==> src/rtl/dop_pkg.sv <==
package dop_pkg;

   // Field widths of one request byte and one parse result
   localparam int unsigned ByteWidth  = 8;
   localparam int unsigned ClassWidth = 2;
   localparam int unsigned AddrWidth  = 32;

   // Option codes
   localparam logic [ByteWidth-1:0] CodePad     = 8'h00;
   localparam logic [ByteWidth-1:0] CodeEnd     = 8'hff;
   localparam logic [ByteWidth-1:0] CodeType    = 8'd53;
   localparam logic [ByteWidth-1:0] CodeServer  = 8'd54;
   localparam logic [ByteWidth-1:0] CodeRequest = 8'd50;

   // Message type values of option 53
   localparam logic [ByteWidth-1:0] TypeDiscover = 8'd1;
   localparam logic [ByteWidth-1:0] TypeOffer    = 8'd2;
   localparam logic [ByteWidth-1:0] TypeRequest  = 8'd3;

   // Message classes
   localparam logic [ClassWidth-1:0] ClassDiscover = 2'd0;
   localparam logic [ClassWidth-1:0] ClassRequest  = 2'd1;
   localparam logic [ClassWidth-1:0] ClassOffer    = 2'd2;
   localparam logic [ClassWidth-1:0] ClassOther    = 2'd3;

   typedef enum logic [1:0] {
      PH_IDLE = 2'd0,
      PH_CODE = 2'd1,
      PH_LEN  = 2'd2,
      PH_VAL  = 2'd3
   } phase_type;

   typedef enum logic [1:0] {
      KIND_SKIP    = 2'd0,
      KIND_TYPE    = 2'd1,
      KIND_SERVER  = 2'd2,
      KIND_REQUEST = 2'd3
   } kind_type;

   // Seen flags of the captured options
   typedef struct packed {
      logic request;
      logic server;
      logic mtype;
   } seen_type;

   // Classify a message from its captured type option
   function automatic logic [ClassWidth-1:0] class_of(input logic seen,
                                                       input logic [ByteWidth-1:0] mtype);
      logic [ClassWidth-1:0] cls;
      cls = ClassOther;
      if (seen) begin
         unique case (mtype)
            TypeDiscover: cls = ClassDiscover;
            TypeRequest:  cls = ClassRequest;
            TypeOffer:    cls = ClassOffer;
            default:      cls = ClassOther;
         endcase
      end
      return cls;
   endfunction

endpackage

==> src/rtl/dop_req_if.sv <==
interface dop_req_if;
   logic                            valid;
   logic                            ready;
   logic [dop_pkg::ByteWidth-1:0]   opt_byte;
   logic                            start_req;

   modport source (output valid, output opt_byte, output start_req, input ready);
   modport sink   (input valid, input opt_byte, input start_req, output ready);
endinterface

==> src/rtl/dop_rsp_if.sv <==
interface dop_rsp_if;
   logic                            valid;
   logic                            ready;
   logic [dop_pkg::ClassWidth-1:0]  msg_class;
   logic [dop_pkg::ByteWidth-1:0]   msg_type;
   logic                            type_seen;
   logic [dop_pkg::AddrWidth-1:0]   server_id;
   logic                            server_id_seen;
   logic [dop_pkg::AddrWidth-1:0]   requested_ip;
   logic                            requested_ip_seen;

   modport source (output valid, output msg_class, output msg_type, output type_seen,
                   output server_id, output server_id_seen, output requested_ip,
                   output requested_ip_seen, input ready);
   modport sink   (input valid, input msg_class, input msg_type, input type_seen,
                   input server_id, input server_id_seen, input requested_ip,
                   input requested_ip_seen, output ready);
endinterface

==> src/rtl/dhcp_option_parser.sv <==
// DHCP options parser.
// The request channel (req_ch) carries the options area one byte per request,
// with start_req set on the first byte of each message; that byte clears all
// captures and is parsed as an option code. Option 53 (message type), 54
// (server identifier) and 50 (requested address) are captured, every other
// option is skipped by its length, pad is a single byte. The end code gives
// one result on the response channel (rsp_ch); bytes after it are ignored
// until the next start.
// A byte accepted into the input register is parsed on its way to the
// result register, and an end code shows its result on rsp_ch from there.
// Throughput: one byte per cycle, set by the single pass through the parser
// state update, while no end code waits on a full output register.
// When the receiver stalls, the result is held in the output register; bytes
// that give no result keep flowing, and the pipeline stops only when a second
// end code meets a full output register.
// Reset (synchronous, active high) returns the parser to idle with all
// captures cleared and empties both registers.
module dhcp_option_parser (
   input  logic            clock,
   input  logic            reset,
   dop_req_if.sink         req_ch,
   dop_rsp_if.source       rsp_ch
);

   // Input register
   logic                              in_valid_ff;
   logic [dop_pkg::ByteWidth-1:0]     in_byte_ff;
   logic                              in_start_ff;

   // Parser state
   dop_pkg::phase_type                phase_ff, phase_in;
   logic [dop_pkg::ByteWidth-1:0]     left_ff, left_in;
   dop_pkg::kind_type                 kind_ff, kind_in;
   logic [dop_pkg::ByteWidth-1:0]     type_ff, type_in;
   logic [dop_pkg::AddrWidth-1:0]     server_ff, server_in;
   logic [dop_pkg::AddrWidth-1:0]     reqip_ff, reqip_in;
   dop_pkg::seen_type                 seen_ff, seen_in;

   // Result register
   logic                              out_valid_ff;
   logic [dop_pkg::ClassWidth-1:0]    out_class_ff;
   logic [dop_pkg::ByteWidth-1:0]     out_type_ff;
   logic [dop_pkg::AddrWidth-1:0]     out_server_ff;
   logic [dop_pkg::AddrWidth-1:0]     out_reqip_ff;
   dop_pkg::seen_type                 out_seen_ff;

   logic                              is_end;
   logic                              advance;
   logic                              out_free;

   // Parse one byte from the registered request
   always_comb begin
      dop_pkg::phase_type ph;
      ph        = phase_ff;
      left_in   = left_ff;
      kind_in   = kind_ff;
      type_in   = type_ff;
      server_in = server_ff;
      reqip_in  = reqip_ff;
      seen_in   = seen_ff;
      is_end    = 1'b0;

      // Clear captures on start and treat this byte as a code
      if (in_start_ff) begin
         ph        = dop_pkg::PH_CODE;
         left_in   = '0;
         kind_in   = dop_pkg::KIND_SKIP;
         type_in   = '0;
         server_in = '0;
         reqip_in  = '0;
         seen_in   = '0;
      end
      phase_in = ph;

      unique case (ph)
         dop_pkg::PH_CODE: begin
            priority if (in_byte_ff == dop_pkg::CodeEnd) begin
               is_end   = 1'b1;
               phase_in = dop_pkg::PH_IDLE;
            end else if (in_byte_ff == dop_pkg::CodePad) begin
               phase_in = dop_pkg::PH_CODE;
            end else begin
               unique case (in_byte_ff)
                  dop_pkg::CodeType:    kind_in = dop_pkg::KIND_TYPE;
                  dop_pkg::CodeServer:  kind_in = dop_pkg::KIND_SERVER;
                  dop_pkg::CodeRequest: kind_in = dop_pkg::KIND_REQUEST;
                  default:              kind_in = dop_pkg::KIND_SKIP;
               endcase
               phase_in = dop_pkg::PH_LEN;
            end
         end
         dop_pkg::PH_LEN: begin
            left_in = in_byte_ff;
            if (in_byte_ff == '0) begin
               phase_in = dop_pkg::PH_CODE;
            end else begin
               unique case (kind_in)
                  dop_pkg::KIND_TYPE: begin
                     type_in       = '0;
                     seen_in.mtype = 1'b1;
                  end
                  dop_pkg::KIND_SERVER: begin
                     server_in      = '0;
                     seen_in.server = 1'b1;
                  end
                  dop_pkg::KIND_REQUEST: begin
                     reqip_in        = '0;
                     seen_in.request = 1'b1;
                  end
                  default: ;
               endcase
               phase_in = dop_pkg::PH_VAL;
            end
         end
         dop_pkg::PH_VAL: begin
            unique case (kind_in)
               dop_pkg::KIND_TYPE:    type_in   = in_byte_ff;
               dop_pkg::KIND_SERVER:  server_in = {server_ff[dop_pkg::AddrWidth-
                                                   dop_pkg::ByteWidth-1:0], in_byte_ff};
               dop_pkg::KIND_REQUEST: reqip_in  = {reqip_ff[dop_pkg::AddrWidth-
                                                   dop_pkg::ByteWidth-1:0], in_byte_ff};
               default: ;
            endcase
            left_in = left_ff - dop_pkg::ByteWidth'(1);
            if (left_in == '0) begin
               phase_in = dop_pkg::PH_CODE;
            end
         end
         default: ;
      endcase
   end

   // Hold a byte only when its result cannot enter a full output register
   assign out_free     = !out_valid_ff || rsp_ch.ready;
   assign advance      = in_valid_ff && (!is_end || out_free);
   assign req_ch.ready = !in_valid_ff || advance;

   // Input register
   always_ff @(posedge clock) begin
      if (reset) begin
         in_valid_ff <= 1'b0;
      end else if (req_ch.ready) begin
         in_valid_ff <= req_ch.valid;
      end
      if (req_ch.ready && req_ch.valid) begin
         in_byte_ff  <= req_ch.opt_byte;
         in_start_ff <= req_ch.start_req;
      end
   end

   // Parser state update
   always_ff @(posedge clock) begin
      if (reset) begin
         phase_ff  <= dop_pkg::PH_IDLE;
         left_ff   <= '0;
         kind_ff   <= dop_pkg::KIND_SKIP;
         type_ff   <= '0;
         server_ff <= '0;
         reqip_ff  <= '0;
         seen_ff   <= '0;
      end else if (advance) begin
         phase_ff  <= phase_in;
         left_ff   <= left_in;
         kind_ff   <= kind_in;
         type_ff   <= type_in;
         server_ff <= server_in;
         reqip_ff  <= reqip_in;
         seen_ff   <= seen_in;
      end
   end

   // Result register
   always_ff @(posedge clock) begin
      if (reset) begin
         out_valid_ff <= 1'b0;
      end else if (advance && is_end) begin
         out_valid_ff <= 1'b1;
      end else if (rsp_ch.ready) begin
         out_valid_ff <= 1'b0;
      end
      if (advance && is_end) begin
         out_class_ff  <= dop_pkg::class_of(seen_in.mtype, type_in);
         out_type_ff   <= type_in;
         out_server_ff <= server_in;
         out_reqip_ff  <= reqip_in;
         out_seen_ff   <= seen_in;
      end
   end

   assign rsp_ch.valid             = out_valid_ff;
   assign rsp_ch.msg_class         = out_class_ff;
   assign rsp_ch.msg_type          = out_type_ff;
   assign rsp_ch.type_seen         = out_seen_ff.mtype;
   assign rsp_ch.server_id         = out_server_ff;
   assign rsp_ch.server_id_seen    = out_seen_ff.server;
   assign rsp_ch.requested_ip      = out_reqip_ff;
   assign rsp_ch.requested_ip_seen = out_seen_ff.request;

endmodule

==> src/flat_wrapper.sv <==
// flat-port wrapper written by rule: the top's interface ports become plain ports
module dhcp_option_parser_flat 
  (clock, reset, req_ch_valid, req_ch_opt_byte, req_ch_start_req, req_ch_ready, rsp_ch_valid, rsp_ch_msg_class, rsp_ch_msg_type, rsp_ch_type_seen, rsp_ch_server_id, rsp_ch_server_id_seen, rsp_ch_requested_ip, rsp_ch_requested_ip_seen, rsp_ch_ready);
  dop_req_if req_ch_i ();
  dop_rsp_if rsp_ch_i ();
  input  logic clock;
  input  logic reset;
  input wire logic [$bits(req_ch_i.valid)-1:0] req_ch_valid;
  input wire logic [$bits(req_ch_i.opt_byte)-1:0] req_ch_opt_byte;
  input wire logic [$bits(req_ch_i.start_req)-1:0] req_ch_start_req;
  output wire logic [$bits(req_ch_i.ready)-1:0] req_ch_ready;
  output wire logic [$bits(rsp_ch_i.valid)-1:0] rsp_ch_valid;
  output wire logic [$bits(rsp_ch_i.msg_class)-1:0] rsp_ch_msg_class;
  output wire logic [$bits(rsp_ch_i.msg_type)-1:0] rsp_ch_msg_type;
  output wire logic [$bits(rsp_ch_i.type_seen)-1:0] rsp_ch_type_seen;
  output wire logic [$bits(rsp_ch_i.server_id)-1:0] rsp_ch_server_id;
  output wire logic [$bits(rsp_ch_i.server_id_seen)-1:0] rsp_ch_server_id_seen;
  output wire logic [$bits(rsp_ch_i.requested_ip)-1:0] rsp_ch_requested_ip;
  output wire logic [$bits(rsp_ch_i.requested_ip_seen)-1:0] rsp_ch_requested_ip_seen;
  input wire logic [$bits(rsp_ch_i.ready)-1:0] rsp_ch_ready;
  assign req_ch_i.valid = req_ch_valid;
  assign req_ch_i.opt_byte = req_ch_opt_byte;
  assign req_ch_i.start_req = req_ch_start_req;
  assign req_ch_ready = req_ch_i.ready;
  assign rsp_ch_valid = rsp_ch_i.valid;
  assign rsp_ch_msg_class = rsp_ch_i.msg_class;
  assign rsp_ch_msg_type = rsp_ch_i.msg_type;
  assign rsp_ch_type_seen = rsp_ch_i.type_seen;
  assign rsp_ch_server_id = rsp_ch_i.server_id;
  assign rsp_ch_server_id_seen = rsp_ch_i.server_id_seen;
  assign rsp_ch_requested_ip = rsp_ch_i.requested_ip;
  assign rsp_ch_requested_ip_seen = rsp_ch_i.requested_ip_seen;
  assign rsp_ch_i.ready = rsp_ch_ready;
  dhcp_option_parser u_core (.clock(clock), .reset(reset), .req_ch(req_ch_i), .rsp_ch(rsp_ch_i));
endmodule
==> config.mk <==
export PLATFORM = sky130hd
export DESIGN_NAME = dhcp_option_parser_flat
export DESIGN_NICKNAME = d
export VERILOG_FILES = /design/src/rtl/dop_pkg.sv /design/src/rtl/dop_req_if.sv /design/src/rtl/dop_rsp_if.sv /design/src/rtl/dhcp_option_parser.sv /design/src/flat_wrapper.sv
export SDC_FILE = /design/constraint.sdc
export NUM_CORES = 1
export LEC_CHECK = 0
export BUFFER_PORTS_ARGS = -buffer_cell sky130_fd_sc_hd__buf_2
export CAP_MARGIN = 10
export CORE_UTILIZATION = 61
export DETAILED_ROUTE_END_ITERATION = 7
export GPL_TIMING_DRIVEN = 0
export PLACE_DENSITY = 0.94
export SYNTH_ARGS = -nofsm -noshare
export SYNTH_HDL_FRONTEND = slang
export SYNTH_SLANG_ARGS = --single-unit
==> constraint.sdc <==
create_clock -name clock -period 4.95 [get_ports clock]
set_input_delay 0.7425 -clock clock [delete_from_list [all_inputs] [get_ports clock]]
set_output_delay 0.7425 -clock clock [all_outputs]
set_load 0.01 [all_outputs]
Word-level counts from Yosys, hierarchy flattened --
Cells that the tools add are included.
Operators by class: add/subtract/negate cells 1, equal/unequal tests 13, muxes and demuxes 39, reductions and logical operators 14
Operators with widths (count):
- two-way mux 32 bit | 8
- one-hot mux 32 bit (2 select lines) | 2
- two-way mux 8 bit | 5
- one-hot mux 8 bit (2 select lines) | 2
- == test 8 x 6 -> 1 bit (second input constant) | 3
- two-way mux 2 bit | 9
- one-hot mux 2 bit (3 select lines) | 3
- == test 8 x 2 -> 1 bit (second input constant) | 2
- zero test 8 bit | 2
- two-way mux 3 bit | 3
- == test 2 bit (second input constant) | 4
- == test 8 x 1 -> 1 bit (second input constant) | 1
- == test 8 bit (second input constant) | 1
- subtractor 8 x 1 -> 8 bit (second input constant) | 1
- two-way mux 1 bit | 7
- == test 2 x 1 -> 1 bit (second input constant) | 2
- logical AND 1 bit | 3
- zero test 1 bit | 3
- logical OR 1 bit | 3
- nonzero test 3 bit | 1
- AND reduction 2 bit | 1
- nonzero test 2 bit | 1
Storage, ports and cells: register bits after elaboration 175, input port bits 13, output and inout bits 79, word-level logic and storage cells 87

Depth between registers and ports, before layout --
word-level depth 8, mapped depth 9, gate-level depth less buffers 6

Worst setup path before layout --
No wires, ideal clock.
path type input port to flip-flop, start in rsp_ch_ready, end reg u_core.out_class_ff (netlist bit u_core.rsp_ch.msg_class[0]) (enable), library setup time 431 ps, arrival 3099 ps, data required time 4519 ps, setup slack 1420 ps, stages 6, path buffers 1, path through nand2b_1 -> a2111o_1 -> nand2_1 -> buf_2 -> or3_1 -> inv_1
On the way: longest elaborated chain between the ends 4
Ends and longest elaborated chain:
- from (decl) | RTL line flat_wrapper.sv:20 | input wire logic [$bits(rsp_ch_i.ready)-1:0] rsp_ch_ready;
- logical OR 1 bit | RTL line dhcp_option_parser.sv:134 | assign out_free = !out_valid_ff || rsp_ch.ready;
- logical OR 1 bit | RTL line dhcp_option_parser.sv:135 | assign advance = in_valid_ff && (!is_end || out_free);
- logical AND 1 bit | RTL line dhcp_option_parser.sv:135
- logical AND 1 bit | RTL line dhcp_option_parser.sv:181 | if (advance && is_end) begin
- to (signal assigned) | RTL line dhcp_option_parser.sv:182 | out_class_ff <= dop_pkg::class_of(seen_in.mtype, type_in);
- to (decl) | RTL line dhcp_option_parser.sv:41 | logic [dop_pkg::ClassWidth-1:0] out_class_ff;
No other way between the ends. A chain may end at the register's enable or synchronous reset.

Final worst setup path --
start reg u_core.in_start_ff, end reg u_core.out_reqip_ff (netlist bit u_core.rsp_ch.requested_ip[7]) (enable)
On the way: longest elaborated chain between the ends 7
Ends and longest elaborated chain:
- from (decl) | RTL line dhcp_option_parser.sv:28 | logic in_start_ff;
- from (signal assigned) | RTL line dhcp_option_parser.sv:147 | in_start_ff <= req_ch.start_req;
- two-way mux 2 bit * | RTL line dhcp_option_parser.sv:64 | if (in_start_ff) begin
- == test 2 x 1 -> 1 bit * | RTL line dhcp_option_parser.sv:75 | unique case (ph)
- two-way mux 1 bit * | RTL line dhcp_option_parser.sv:75
- zero test 1 bit | RTL line dhcp_option_parser.sv:135
- logical OR 1 bit | RTL line dhcp_option_parser.sv:135
- logical AND 1 bit | RTL line dhcp_option_parser.sv:135
- logical AND 1 bit * | RTL line dhcp_option_parser.sv:181
- to (signal assigned) | RTL line dhcp_option_parser.sv:185 | out_reqip_ff <= reqip_in;
- to (decl) | RTL line dhcp_option_parser.sv:44 | logic [dop_pkg::AddrWidth-1:0] out_reqip_ff;
Every way passes the cells marked *; elsewhere a longest branch is shown, timed or not.

==> flow_summary.toml <==
[synthesis]
synthesis.area_sq_um = 6880
seq_area_frac_synth_pct = 63.4
yosys.cell_types.count = 48
syn-num-nets = 564
async_flop_share_pct = 0
yosysMostFrequentCell = "a22o_1"
synth_cells = 549
synth-main-ff-cell = "dfxtp_1"
yosys_warnings = 0
synth_top_cell_area_share_pct = 37.5
synth-seq-cells = 175
synth_area_leaders = "edfxtp_1 (38%), dfxtp_1 (26%), a22o_1 (17%)"
synth_edf_count = 86
yosysTopAreaCell = "edfxtp_1"
syn_avg_cell_area_sq_um = 12.5
yosys-top-cells-count = "a22o_1 (130), dfxtp_1 (89), edfxtp_1 (86)"

[grt]
grt_pass1_vias = 5029
grt_pass1_wl_mm = 25.3
grt_use_met2_pct = 46.5
top_usage_layer = "met2"
track_usage_pct = 28.7
grt-ovfl-total = 0
use_met1_pct = 36.4
grt_antenna_before_repair = 0
met3_usage_pct = 6.27
grt_max_degree = 41

[floorplanning]
die_h_um = 108
die_x_um = 108
ios = 92
rows = 38
design.die.area_sq_um = 11700
start_util_pct = 62.9
core_area_sq_um = 10900

[critical_path]
worstPathRequired_ns = 5.07
r2r_start = "u_core.in_start_ff"
cp_max_fo = 40
start_kind = "flip-flop"
r2r_cells = 8
timing_worst_setup_path_type = "reg2reg"
reg2reg_slack_ns = 2.00
end_kind = "flip-flop"
worstPathArrival_ns = 3.06
timing.rr.end = "u_core.rsp_ch.requested_ip[7]"

[detailed_routing]
wl_per_cell_um = 20.2
final_antenna_net_count = 0
drc_errors = 0
firstDrtPassIters = 8
via_per_inst = 6.57
wl_mm = 16.4
drtIter0Drc = 416
num_vias = 5336

[cts]
clkTransAtPathRegs_ns = 0.07
cts_setup_buffers = 0
cts-root-buf = "clkbuf_16"
clk_path_buf_depth = 2
clk-insertion-delay-late_ns = 0.43
cts_made_buffers = 17
cts_tree = "built"
htreeDepth = 4
cts_resized = 0
cts.sinks = 175
cts_hold_buffers = 0

[placement]
place.detailed.hpwl_mm = 10.5
place_congestion = 0.924
port-buffer-count = 90

[pwr]
max-vdd-ir-drop_mv = 0.252
p_clk_share_pct = 42.9
sw_frac_of_total_pct = 23.3
power_frac_seq_pct = 52.6
power_frac_comb_pct = 4.5
power.density_nw_per_um2 = 358
leakagePower_nw = 3.10
switchingPower_mw = 0.673
p_int_mw = 2.22

[finish]
nets = 674
drive_gt1_share_pct = 24.0
antenna_cells = 0
fin_util_pct = 73.9
area_growth_pct = 17.4

[hold_path]
hold_depth = 2
min_to = "u_core.seen_ff[1]"
min_from = "u_core.seen_ff[1]"
hp-class = "reg2reg"

[sta]
tightestPinTransition_ns = 1.04
fin_crit_ns = 2.95
final_max_slew_viol_count = 0
rsz0062_at_grt = "no"
hold_violations = 0
setup_viol = 0
fmax_ghz = 0.339
fin_skew_ns = 0.00674
slew_headroom_pct = 29.1
fin_setup_tns_ns = 0
fin_crit_sh_pct = 59.5

[status]
status = "finished, final reports clean"

[run]
drv_cap = 0
==> flip-flops by register name, indices dropped and copies added, names as in the netlist <==
name,flops
u_core.rsp_ch.requested_ip_seen,1
u_core.rsp_ch.msg_class,2
u_core.rsp_ch.server_id_seen,1
u_core.kind_ff,2
u_core.server_ff,32
u_core.in_byte_ff,8
u_core.left_ff,8
u_core.rsp_ch.type_seen,1
u_core.type_ff,8
u_core.rsp_ch.msg_type,8
u_core.in_start_ff,1
u_core.in_valid_ff,1
u_core.reqip_ff,32
u_core.seen_ff,3
u_core.rsp_ch.requested_ip,32
u_core.phase_ff,2
u_core.rsp_ch.valid,1
u_core.rsp_ch.server_id,32
==> kinds of logic after synthesis <==
| logic type | synth area share [%] |
|---|---|
| AO/OA/AOI/OAI | 23.7 |
| AND/OR/NAND/NOR | 7.38 |
| XOR/XNOR | 0.382 |
| flip-flops | 63.4 |
| adder cells (fa/ha/maj) | 0.364 |
| buffers and inverters | 4.78 |
==> worst max-delay path: stages (launching register included) <==
cell and delay (ns):
edfxtp_1 0.37, buf_2 0.18, inv_2 0.16, a2111o_1 0.24
nand2_1 0.13, buf_2 0.22, or3_1 0.38, inv_2 0.62
buf_12 0.30
==> layout make-up <==
type / instances / area [sq um]
Clock inverter: 12 / 106
Multi-Input combinational cell: 313 / 2190
Timing Repair Buffer: 91 / 470
Tap cell: 140 / 175
Sequential cell: 175 / 4360
Buffer: 50 / 288
Fill cell: 660 / 2850
Inverter: 11 / 41.3
Clock buffer: 20 / 447
==> through the flow <==
stage	cells	power (mW)	setup slack (ns)	cell area [sq um]	hold WS, ns
floorplan	549	1.64	1.42	6880	0.433
finish	812	2.89	2.00	8080	0.474
global placement	779	1.67	0.729	7510	0.447
CTS	812	2.89	2.00	8080	0.469
global route	812	2.95	1.83	8080	0.484
detailed placement	780	1.68	1.77	7530	0.456
==> metal layers <==
metal | vias to the layer above | share of wire [%]
li1 | 2364 | -
met1 | 2583 | 39
met2 | 338 | 49
met3 | 51 | 8.8
met4 | 0 | 3.2
met5 | - | 0
==> placed cells by master (no fill, tap or decap), drive strengths merged, types with 5 or more instances in the layout <==
cell type,count
buf,124
clkinvlp,5
nor2,24
nor3,8
nand3,16
o21ai,19
nand2,22
clkbuf,37
a21oi,26
edfxtp,86
dfxtp,89
inv,14
a22o,130
==> power groups by stage <==
stage / logic [mW] / registers, mW / clock network (mW)
after floorplan: 0.0864 / 1.55 / 0
after global placement: 0.119 / 1.55 / 0
after detailed placement: 0.123 / 1.55 / 0
after CTS: 0.126 / 1.52 / 1.24
after global routing: 0.139 / 1.52 / 1.29
final: 0.129 / 1.52 / 1.24
==> worst max path at each step <==
stage	depth (start not counted)	startpoint	slack, ns	to
after floorplan	6	rsp_ch_ready	1.42	u_core.rsp_ch.msg_class[0]
after global placement	7	rsp_ch_ready	0.73	u_core.rsp_ch.server_id[14]
after detailed placement	8	rsp_ch_ready	1.77	u_core.rsp_ch.requested_ip[24]
after CTS	8	u_core.in_start_ff	2.00	u_core.rsp_ch.requested_ip[19]
after global routing	8	u_core.in_start_ff	1.83	u_core.rsp_ch.requested_ip[19]
final	8	u_core.in_start_ff	2.00	u_core.rsp_ch.requested_ip[7]
No activity file was read; power rests on OpenSTA's default activity.
